File: src/hw/rtl/lgs_pkg.sv
// Shared constants, types and helper functions for the Life generation stencil.
// Used by every module of the block but lgs_ram; depends on nothing.
`default_nettype none

package lgs_pkg;

  // Grid limits and the widths that follow from them.
  localparam int MAX_COLS = 1024;
  localparam int MAX_ROWS = 1024;
  localparam int COL_W = $clog2(MAX_COLS);
  localparam int ROW_W = $clog2(MAX_ROWS);

  // Configuration register width is fixed by the register map.
  localparam int SIZE_W = 11;
  localparam int CFG_INDEX_W = 1;
  localparam int MIN_SIZE = 3;
  localparam int RESET_COLS = 750;
  localparam int RESET_ROWS = 750;

  // Row position modulo unit: dividend is row + rows - 1.
  localparam int DIV_W = SIZE_W + 1;
  localparam int DIV_CNT_W = $clog2(DIV_W + 1);

  // Result buffer.
  localparam int FIFO_DEPTH = 4;
  localparam int FIFO_PTR_W = $clog2(FIFO_DEPTH);
  localparam int FIFO_CNT_W = $clog2(FIFO_DEPTH + 1);

  // Register map.
  typedef enum logic [CFG_INDEX_W-1:0] {
    REG_GRID_COLS = 1'b0,
    REG_GRID_ROWS = 1'b1
  } cfg_reg_t;

  // Status of the modulo unit as seen by the top level.
  typedef struct packed {
    logic busy;
    logic done;
  } mod_status_t;

  // Clamp a written size into [MIN_SIZE, hi].
  function automatic logic [SIZE_W-1:0] clamp_size(input logic [SIZE_W-1:0] v,
                                                    input logic [SIZE_W-1:0] hi);
    logic [SIZE_W-1:0] res;
    res = v;
    if (v < SIZE_W'(MIN_SIZE)) begin
      res = SIZE_W'(MIN_SIZE);
    end else if (v > hi) begin
      res = hi;
    end
    return res;
  endfunction

  // Number of live cells in one column triple.
  function automatic logic [1:0] ones3(input logic [2:0] v);
    return {1'b0, v[0]} + {1'b0, v[1]} + {1'b0, v[2]};
  endfunction

endpackage

`default_nettype wire

File: src/hw/rtl/lgs_ram.sv
// Simple dual-port RAM with one write port and one registered read port.
// Generic storage used for the two line stores; no package dependency.
`default_nettype none

module lgs_ram #(
  parameter int WIDTH = 1,
  parameter int DEPTH = 1024,
  parameter int ADDR_W = $clog2(DEPTH)
) (
  input  wire logic              clk,
  input  wire logic              we,
  input  wire logic [ADDR_W-1:0] waddr,
  input  wire logic [WIDTH-1:0]  wdata,
  input  wire logic              re,
  input  wire logic [ADDR_W-1:0] raddr,
  output logic      [WIDTH-1:0]  rdata
);

  logic [WIDTH-1:0] mem [DEPTH];

  // Write port.
  always_ff @(posedge clk) begin
    if (we) begin
      mem[waddr] <= wdata;
    end
  end

  // Registered read port.
  always_ff @(posedge clk) begin
    if (re) begin
      rdata <= mem[raddr];
    end
  end

endmodule

`default_nettype wire

File: src/hw/rtl/lgs_cell.sv
// One column cell of the 3x3 window: holds a column triple and hands it on.
// Depends on lgs_pkg for the column count function.
`default_nettype none

module lgs_cell (
  input  wire logic       clk,
  input  wire logic       rst,
  input  wire logic       en,
  input  wire logic [2:0] col_in,
  output logic      [2:0] col_bits,
  output logic      [1:0] col_count
);

  // Shift the incoming column in whenever the window advances.
  always_ff @(posedge clk) begin
    if (rst) begin
      col_bits <= '0;
    end else if (en) begin
      col_bits <= col_in;
    end
  end

  // Live count of the held column, used by the neighbor sum.
  assign col_count = lgs_pkg::ones3(col_bits);

endmodule

`default_nettype wire

File: src/hw/rtl/lgs_mod.sv
// Restoring remainder unit: one dividend bit per cycle.
// Recomputes the delayed row position after a size change; uses lgs_pkg.
`default_nettype none

module lgs_mod (
  input  wire logic                       clk,
  input  wire logic                       rst,
  input  wire logic                       start,
  input  wire logic [lgs_pkg::DIV_W-1:0]  dividend,
  input  wire logic [lgs_pkg::SIZE_W-1:0] divisor,
  output lgs_pkg::mod_status_t            status,
  output logic      [lgs_pkg::ROW_W-1:0]  remainder
);

  logic [lgs_pkg::DIV_CNT_W-1:0] step_cnt;
  logic                          busy;
  logic                          done;
  logic [lgs_pkg::DIV_W-1:0]     dvd;
  logic [lgs_pkg::SIZE_W-1:0]    dsr;
  logic [lgs_pkg::SIZE_W-1:0]    trial;
  logic [lgs_pkg::SIZE_W-1:0]    diff;
  logic [lgs_pkg::ROW_W-1:0]     remainder_next;

  // One restoring step: bring down the next bit and subtract if it fits.
  always_comb begin
    trial = {remainder, dvd[lgs_pkg::DIV_W-1]};
    diff = trial - dsr;
    if (trial >= dsr) begin
      remainder_next = diff[lgs_pkg::ROW_W-1:0];
    end else begin
      remainder_next = trial[lgs_pkg::ROW_W-1:0];
    end
  end

  // Step counter and handshake flags.
  always_ff @(posedge clk) begin
    if (rst) begin
      busy <= 1'b0;
      done <= 1'b0;
      step_cnt <= '0;
    end else if (start) begin
      busy <= 1'b1;
      done <= 1'b0;
      step_cnt <= lgs_pkg::DIV_CNT_W'(lgs_pkg::DIV_W);
    end else if (busy) begin
      step_cnt <= step_cnt - 1'b1;
      if (step_cnt == lgs_pkg::DIV_CNT_W'(1)) begin
        busy <= 1'b0;
        done <= 1'b1;
      end
    end else begin
      done <= 1'b0;
    end
  end

  // Operand and partial remainder registers.
  always_ff @(posedge clk) begin
    if (start) begin
      dvd <= dividend;
      dsr <= divisor;
      remainder <= '0;
    end else if (busy) begin
      dvd <= {dvd[lgs_pkg::DIV_W-2:0], 1'b0};
      remainder <= remainder_next;
    end
  end

  assign status.busy = busy;
  assign status.done = done;

endmodule

`default_nettype wire

File: src/hw/rtl/life_generation_stencil.sv
// Life generation stencil (birth on 3, survival on 2 or 3); border cells always come out dead.
// Throughput: one word per clock while cell_ready is high; the result for a cell leaves with
// the word grid_cols+1 later, through the stage 1 registers and the result buffer.
// A configuration write holds ready low while the 12-step remainder unit re-derives the
// delayed row position. Reset clears counters, window and buffer at once; the line stores
// are not cleared, and the first grid_cols+1 words give no result.
`default_nettype none

module life_generation_stencil (
  input  wire logic                            clk,
  input  wire logic                            rst,
  input  wire logic                            cell_valid,
  output logic                                 cell_ready,
  input  wire logic                            cell_alive,
  output logic                                 result_valid,
  input  wire logic                            result_ready,
  output logic                                 next_alive,
  output logic                                 frame_last,
  input  wire logic                            cfg_write,
  input  wire logic [lgs_pkg::CFG_INDEX_W-1:0] cfg_index,
  input  wire logic [lgs_pkg::SIZE_W-1:0]      cfg_data
);

  localparam int COL_W = lgs_pkg::COL_W;
  localparam int ROW_W = lgs_pkg::ROW_W;
  localparam int SIZE_W = lgs_pkg::SIZE_W;

  // Configuration and control state.
  logic [SIZE_W-1:0] grid_cols;
  logic [SIZE_W-1:0] grid_rows;
  logic              cfg_pending;
  logic [COL_W-1:0]  in_column;
  logic [ROW_W-1:0]  in_row;
  logic [ROW_W-1:0]  row_behind;
  logic              primed;

  // Stage 1 registers (line store data arrives here).
  logic              s1_valid;
  logic              s1_cell;
  logic [COL_W-1:0]  s1_col;
  logic              s1_emit;
  logic              s1_border;
  logic              s1_last;

  // Result buffer.
  logic [1:0]                   fifo_data [lgs_pkg::FIFO_DEPTH];
  logic [lgs_pkg::FIFO_PTR_W-1:0] wr_ptr;
  logic [lgs_pkg::FIFO_PTR_W-1:0] rd_ptr;
  logic [lgs_pkg::FIFO_CNT_W-1:0] fifo_count;
  logic [lgs_pkg::FIFO_CNT_W-1:0] fifo_count_next;

  // Stage 0 combinational signals.
  logic              accept;
  logic              push;
  logic              pop;
  logic [SIZE_W-1:0] cols_m1;
  logic [SIZE_W-1:0] rows_m1;
  logic [ROW_W-1:0]  row_behind2;
  logic [ROW_W-1:0]  orow;
  logic [COL_W-1:0]  ocol;
  logic              border;
  logic              last_cell;
  logic              primed_next;
  logic              col_wrap;
  logic              row_wrap;

  // Stage 1 combinational signals.
  logic              up_rd;
  logic              mid_rd;
  logic [2:0]        triple;
  logic [2:0]        a_bits;
  logic [1:0]        a_count;
  logic [2:0]        b_bits;
  logic [1:0]        b_count;
  logic [3:0]        nbrs;
  logic              alive;

  // Remainder unit interface.
  lgs_pkg::mod_status_t         mod_status;
  logic [lgs_pkg::DIV_W-1:0]    mod_dividend;
  logic [ROW_W-1:0]             mod_remainder;

  // Configuration registers hold the clamped sizes.
  always_ff @(posedge clk) begin
    if (rst) begin
      grid_cols <= SIZE_W'(lgs_pkg::RESET_COLS);
      grid_rows <= SIZE_W'(lgs_pkg::RESET_ROWS);
      cfg_pending <= 1'b0;
    end else begin
      cfg_pending <= cfg_write;
      if (cfg_write) begin
        case (lgs_pkg::cfg_reg_t'(cfg_index))
          lgs_pkg::REG_GRID_COLS: begin
            grid_cols <= lgs_pkg::clamp_size(cfg_data, SIZE_W'(lgs_pkg::MAX_COLS));
          end
          lgs_pkg::REG_GRID_ROWS: begin
            grid_rows <= lgs_pkg::clamp_size(cfg_data, SIZE_W'(lgs_pkg::MAX_ROWS));
          end
          default: begin
          end
        endcase
      end
    end
  end

  // After any write, recompute (row + rows - 1) mod rows for the delayed row.
  assign mod_dividend = lgs_pkg::DIV_W'(in_row) + lgs_pkg::DIV_W'(grid_rows)
                        - lgs_pkg::DIV_W'(1);

  lgs_mod u_mod (
    .clk       (clk),
    .rst       (rst),
    .start     (cfg_pending),
    .dividend  (mod_dividend),
    .divisor   (grid_rows),
    .status    (mod_status),
    .remainder (mod_remainder)
  );

  // Input handshake: hold off during recompute and when the buffer could fill.
  assign cell_ready = !cfg_pending && !mod_status.busy && !mod_status.done &&
                      ((fifo_count + lgs_pkg::FIFO_CNT_W'(s1_valid))
                       < lgs_pkg::FIFO_CNT_W'(lgs_pkg::FIFO_DEPTH));
  assign accept = cell_valid && cell_ready;

  // Position of the delayed cell, one row and one column behind the input.
  always_comb begin
    cols_m1 = grid_cols - 1'b1;
    rows_m1 = grid_rows - 1'b1;
    if (row_behind == '0) begin
      row_behind2 = rows_m1[ROW_W-1:0];
    end else begin
      row_behind2 = row_behind - 1'b1;
    end
    if (in_column == '0) begin
      orow = row_behind2;
      ocol = cols_m1[COL_W-1:0];
    end else begin
      orow = row_behind;
      ocol = in_column - 1'b1;
    end
    border = (orow == '0) || (SIZE_W'(orow) >= rows_m1) ||
             (ocol == '0) || (SIZE_W'(ocol) >= cols_m1);
    last_cell = (SIZE_W'(orow) == rows_m1) && (SIZE_W'(ocol) == cols_m1);
    primed_next = primed || ((in_row != '0) && (in_column != '0)) ||
                  (in_row >= ROW_W'(2));
    col_wrap = (SIZE_W'(in_column) + 1'b1) >= grid_cols;
    row_wrap = (SIZE_W'(in_row) + 1'b1) >= grid_rows;
  end

  // Raster counters, warm-up flag and the tracked delayed row.
  always_ff @(posedge clk) begin
    if (rst) begin
      in_column <= '0;
      in_row <= '0;
      row_behind <= ROW_W'(lgs_pkg::RESET_ROWS - 1);
      primed <= 1'b0;
      s1_valid <= 1'b0;
    end else begin
      s1_valid <= accept;
      if (mod_status.done) begin
        row_behind <= mod_remainder;
      end
      if (accept) begin
        primed <= primed_next;
        if (col_wrap) begin
          in_column <= '0;
          if (row_wrap) begin
            in_row <= '0;
            row_behind <= rows_m1[ROW_W-1:0];
          end else begin
            in_row <= in_row + 1'b1;
            row_behind <= in_row;
          end
        end else begin
          in_column <= in_column + 1'b1;
        end
      end
    end
  end

  // Stage 1 payload.
  always_ff @(posedge clk) begin
    if (accept) begin
      s1_cell <= cell_alive;
      s1_col <= in_column;
      s1_emit <= primed_next;
      s1_border <= border;
      s1_last <= last_cell;
    end
  end

  // Line stores: read at the input column, write back in the cycle after.
  lgs_ram #(
    .WIDTH (1),
    .DEPTH (lgs_pkg::MAX_COLS),
    .ADDR_W(COL_W)
  ) u_row_upper (
    .clk   (clk),
    .we    (s1_valid),
    .waddr (s1_col),
    .wdata (mid_rd),
    .re    (accept),
    .raddr (in_column),
    .rdata (up_rd)
  );

  lgs_ram #(
    .WIDTH (1),
    .DEPTH (lgs_pkg::MAX_COLS),
    .ADDR_W(COL_W)
  ) u_row_middle (
    .clk   (clk),
    .we    (s1_valid),
    .waddr (s1_col),
    .wdata (s1_cell),
    .re    (accept),
    .raddr (in_column),
    .rdata (mid_rd)
  );

  // Window chain: the new column plus the two held columns form the 3x3 window.
  assign triple = {s1_cell, mid_rd, up_rd};

  lgs_cell u_cell_a (
    .clk       (clk),
    .rst       (rst),
    .en        (s1_valid),
    .col_in    (triple),
    .col_bits  (a_bits),
    .col_count (a_count)
  );

  lgs_cell u_cell_b (
    .clk       (clk),
    .rst       (rst),
    .en        (s1_valid),
    .col_in    (a_bits),
    .col_bits  (b_bits),
    .col_count (b_count)
  );

  // Neighbor sum excludes the center, which is the middle bit of cell a.
  always_comb begin
    nbrs = 4'(lgs_pkg::ones3(triple)) + 4'(a_count) + 4'(b_count) - 4'(a_bits[1]);
    alive = !s1_border && ((nbrs == 4'd3) || (a_bits[1] && (nbrs == 4'd2)));
  end

  // Result buffer.
  assign push = s1_valid && s1_emit;
  assign pop = result_valid && result_ready;
  assign fifo_count_next = fifo_count + lgs_pkg::FIFO_CNT_W'(push)
                           - lgs_pkg::FIFO_CNT_W'(pop);

  always_ff @(posedge clk) begin
    if (rst) begin
      wr_ptr <= '0;
      rd_ptr <= '0;
      fifo_count <= '0;
    end else begin
      fifo_count <= fifo_count_next;
      if (push) begin
        wr_ptr <= wr_ptr + 1'b1;
      end
      if (pop) begin
        rd_ptr <= rd_ptr + 1'b1;
      end
    end
  end

  always_ff @(posedge clk) begin
    if (push) begin
      fifo_data[wr_ptr] <= {s1_last, alive};
    end
  end

  assign result_valid = (fifo_count != '0);
  assign next_alive = fifo_data[rd_ptr][0];
  assign frame_last = fifo_data[rd_ptr][1];

  // A stage 1 word must come from an accept in the previous cycle.
  assert property (@(posedge clk) disable iff (rst) s1_valid |-> $past(accept))
    else $error("stage 1 word without a preceding accept");

  // The buffer never overflows: a push into a full buffer needs a pop.
  assert property (@(posedge clk) disable iff (rst)
    (push && !pop) |-> (fifo_count < lgs_pkg::FIFO_CNT_W'(lgs_pkg::FIFO_DEPTH)))
    else $error("result buffer overflow");

  // Outside a recompute, the tracked delayed row stays inside the grid.
  assert property (@(posedge clk) disable iff (rst)
    (!cfg_pending && !mod_status.busy && !mod_status.done) |->
      (SIZE_W'(row_behind) < grid_rows))
    else $error("delayed row outside the grid");

endmodule

`default_nettype wire
File: config.mk
export PLATFORM = sky130hd
export DESIGN_NAME = life_generation_stencil
export DESIGN_NICKNAME = d
export VERILOG_FILES = /design/src/hw/rtl/lgs_pkg.sv /design/src/hw/rtl/lgs_ram.sv /design/src/hw/rtl/lgs_cell.sv /design/src/hw/rtl/lgs_mod.sv /design/src/hw/rtl/life_generation_stencil.sv
export SDC_FILE = /design/constraint.sdc
export NUM_CORES = 2
export LEC_CHECK = 0
export ABC_AREA = 1
export BUFFER_PORTS_ARGS = -buffer_cell sky130_fd_sc_hd__buf_2
export CAP_MARGIN = 20
export CORE_ASPECT_RATIO = 1.4
export CORE_MARGIN = 5
export CORE_UTILIZATION = 64
export CTS_CLUSTER_SIZE = 16
export DETAILED_ROUTE_END_ITERATION = 16
export PLACE_DENSITY_LB_ADDON = 0.25
export SYNTH_ARGS = -nofsm -noshare
export SYNTH_HDL_FRONTEND = slang
export SYNTH_SLANG_ARGS = --single-unit
File: constraint.sdc
create_clock -name clk -period 22.3 [get_ports clk]
set_input_delay 1.115 -clock clk [delete_from_list [all_inputs] [get_ports clk]]
set_output_delay 1.115 -clock clk [all_outputs]
set_load 0.05 [all_outputs]
==> flow_metrics.py <==
metrics = {
    "run_status": {
        "outcome": "finished, final reports clean",
    },
    "setup_path": {
        "path_buf_inv": 4,
        "critPathCaptureType": "flip-flop",
        "max_stage_delay_ps": 850,
        "crit_family": "buffers and inverters",
        "crit_chain": "buf_12, buf_4, buf_4, nand2_1, nand2_1, nand2_1, o21ai_0, nand2_1, nand3_1, nand3_1, nand3_1, nand2_1, inv_1, nand3_1, nand3_1, nand3_1, nand2_1",
        "path_max_fanout": 205,
        "criticalPathCategory": "reg2reg",
        "startpoint_type": "flip-flop",
        "crit_arrival_ps": 5900,
        "cp.required_ps": 23000,
        "cpMaxStageDelayCell": "buf_4",
    },
    "die": {
        "rows": 170,
        "die_w_um": 342,
        "start_util_pct": 64.4,
        "core_sq_um": 153000,
        "io_pins": 22,
        "die_height_um": 474,
        "dieArea_sq_um": 162000,
    },
    "yosys": {
        "syn_area_sq_um": 98600,
        "ys_seq_area_share_pct": 65.6,
        "ys_warn_count": 0,
        "yosysMostFrequentCell": "edfxtp_1",
        "synth_top_area_share_pct": 63.8,
        "ys_top_cells_by_count": "edfxtp_1, nor2_1, nand2_1",
        "synthArstFlopShare_pct": 0,
        "avgSynthCellArea_sq_um": 10.0,
        "syn_inst": 9809,
        "ys_ff_latch": 2181,
        "yosys_most_used_dff": "edfxtp_1",
        "synth-edff-count": 2095,
        "ys_top_cells_by_area": "edfxtp_1, nor2_1, nand2_1",
        "ys_types": 56,
        "synth.net_count": 9928,
        "yosysTopAreaCell": "edfxtp_1",
    },
    "place": {
        "place_ws_ps": 17310,
        "gp_congestion": 0.903,
        "post_dp_cell_area_sq_um": 99500,
        "io_buffers": 21,
        "dp_hpwl_mm": 145,
    },
    "drt": {
        "wl_met1_mm": 94.4,
        "wl_mm": 276,
        "avgRoutedWirePerCell_um": 23.7,
        "dr.first_iter.drc_count": 10400,
        "dr.pass1.iters": 9,
        "wl_met3_mm": 31.0,
        "top_layer_used": "met5",
        "post-route-drc-count": 0,
        "vias_per_cell": 6.20,
        "detail-route-antenna-nets": 0,
        "routed-wl-met2_mm": 131,
        "vias": 72100,
    },
    "timing": {
        "whs_ps": 467,
        "fmax_mhz": 192,
        "post-route-period-util_pct": 23.4,
        "clock-skew-final_ps": 30.6,
        "maxSlewViolCount": 0,
        "fin_setup_tns_ps": 0,
        "rsz0062_at_grt": "no",
        "setup_viol": 0,
        "fin_ws_ps": 17090,
        "finalHoldViolCount": 0,
        "relSlewSlack_pct": 8.41,
        "finalWorstPathRequiredPeriod_ps": 5210,
        "worst_slew_pin_slew_ps": 1370,
    },
    "clock_tree": {
        "cts_tree": "done",
        "cts_inserted_buffers": 193,
        "cts_setup_buffers": 0,
        "cts_resized": 0,
        "cts.sinks": 2181,
        "cts_max_level": 4,
        "clk_pin_slew_worst_paths_ps": 60,
        "ctsHoldBuffers": 0,
        "clk_latency_ps": 850,
        "cts_buffer_depth": 3,
        "root_buffer": "clkbuf_16",
    },
    "finish": {
        "drive_above_1_share_pct": 5.67,
        "fin_area_sq_um": 106000,
        "area_growth_pct": 7.32,
        "nets": 9626,
        "fill_cells": 11000,
    },
    "job": {
        "maxCapViolCount": 0,
    },
    "power": {
        "p_leak_uw": 0.0383,
        "ir_worst_vdd_uv": 98.2,
        "p_per_area_nw_per_um2": 83.8,
    },
    "global_route": {
        "first_global_vias": 70400,
        "grt_util_all_layers_pct": 33.5,
        "grt_pass1_wl_mm": 409,
        "grt_start_max_net_pins": 261,
        "overflow": 0,
        "grt_antenna_before_repair": 4,
    },
    "hold_path": {
        "hp-class": "reg2reg",
    },
}
## placed cells by master, fill, tap and decap left out, types with 92 or more instances in the layout
cell	synthesis	routed
nand2_1	1924	1918
ha_1	92	92
o211ai_1	134	134
nand3_1	886	880
o21ai_0	560	560
nor2_1	2046	2043
a21oi_1	170	170
buf_4	47	121
edfxtp_1	2095	2095
clkbuf_16	0	198
inv_1	707	707
## registers in the layout, indices dropped and copies added, names as in the netlist, 11 cells and up, named ones only
name              count
grid_cols            11
u_row_middle.mem   1024
grid_rows            11
u_row_upper.mem    1024
u_mod.dsr            11
u_mod.dvd            12
## through the flow
step	instances	util (%)	power (uW)
finish	11600	69.1	8860
floorplan	9809	-	5540
CTS	11600	68.9	8860
global route	11600	69.1	9150
detailed placement	11300	65.0	5670
global placement	11300	64.8	5650
## cells by family after synthesis
| group | count (synthesis) | share of synthesized area [%] |
|---|---|---|
| AO/OA/AOI/OAI | 1023 | 5.70 |
| XOR/XNOR | 53 | 0.471 |
| buffers and inverters | 1393 | 6.04 |
| adder cells (fa/ha/maj) | 101 | 1.35 |
| flip-flops | 2181 | 65.6 |
| AND/OR/NAND/NOR | 5058 | 20.9 |
## final cells by class
cell class                      instances  area (sq um)  area share, %
Sequential cell                      2181         64700           61.1
Clock buffer                          251          5230           4.95
Timing Repair Buffer                  172          1710           1.62
Multi-Input combinational cell       6235         28100           26.6
Antenna cell                            3          7.51        0.00710
Inverter                              724          2760           2.61
Clock inverter                         97           838          0.792
Tap cell                             1978          2470           2.34
## layer usage
layer | vias to the layer above | global-route usage, %
met5 | - | 0
met4 | 2 | 20.1
met3 | 1007 | 6.46
met2 | 4460 | 55.5
met1 | 34400 | 41.2
li1 | 32300 | -
## power breakdown
part	leakage [uW]	total [uW]	internal, uW	switching [uW]
registers	0.0195	4610	4590	23.7
logic	0.0158	995	254	741
clock network	0.00297	3260	1790	1470
total	0.0383	8860	6630	2230
## worst paths after layout
kind | start | endpoint | slack, ps | cells past startpoint
min | grid_rows[3] | u_mod.dsr[3] | 470 | 0
max | in_column[0] | u_row_middle.rdata | 17090 | 17
max reg2reg | in_column[0] | u_row_middle.rdata | 17090 | 17
min reg2reg | grid_rows[3] | u_mod.dsr[3] | 470 | 0
## worst reg2reg max path, cell delays in order (launching register included)
cell     delay (ps)
dfxtp_4         680
buf_12          640
buf_4          1030
buf_4           860
nand2_1         180
nand2_1         120
nand2_1          50
o21ai_0         110
nand2_1          70
nand3_1         120
nand3_1          90
nand3_1         290
nand2_1         110
inv_1            70
nand3_1          80
nand3_1         130
nand3_1         270
nand2_1         160
Note: power is estimated with default switching activity, not from simulation.
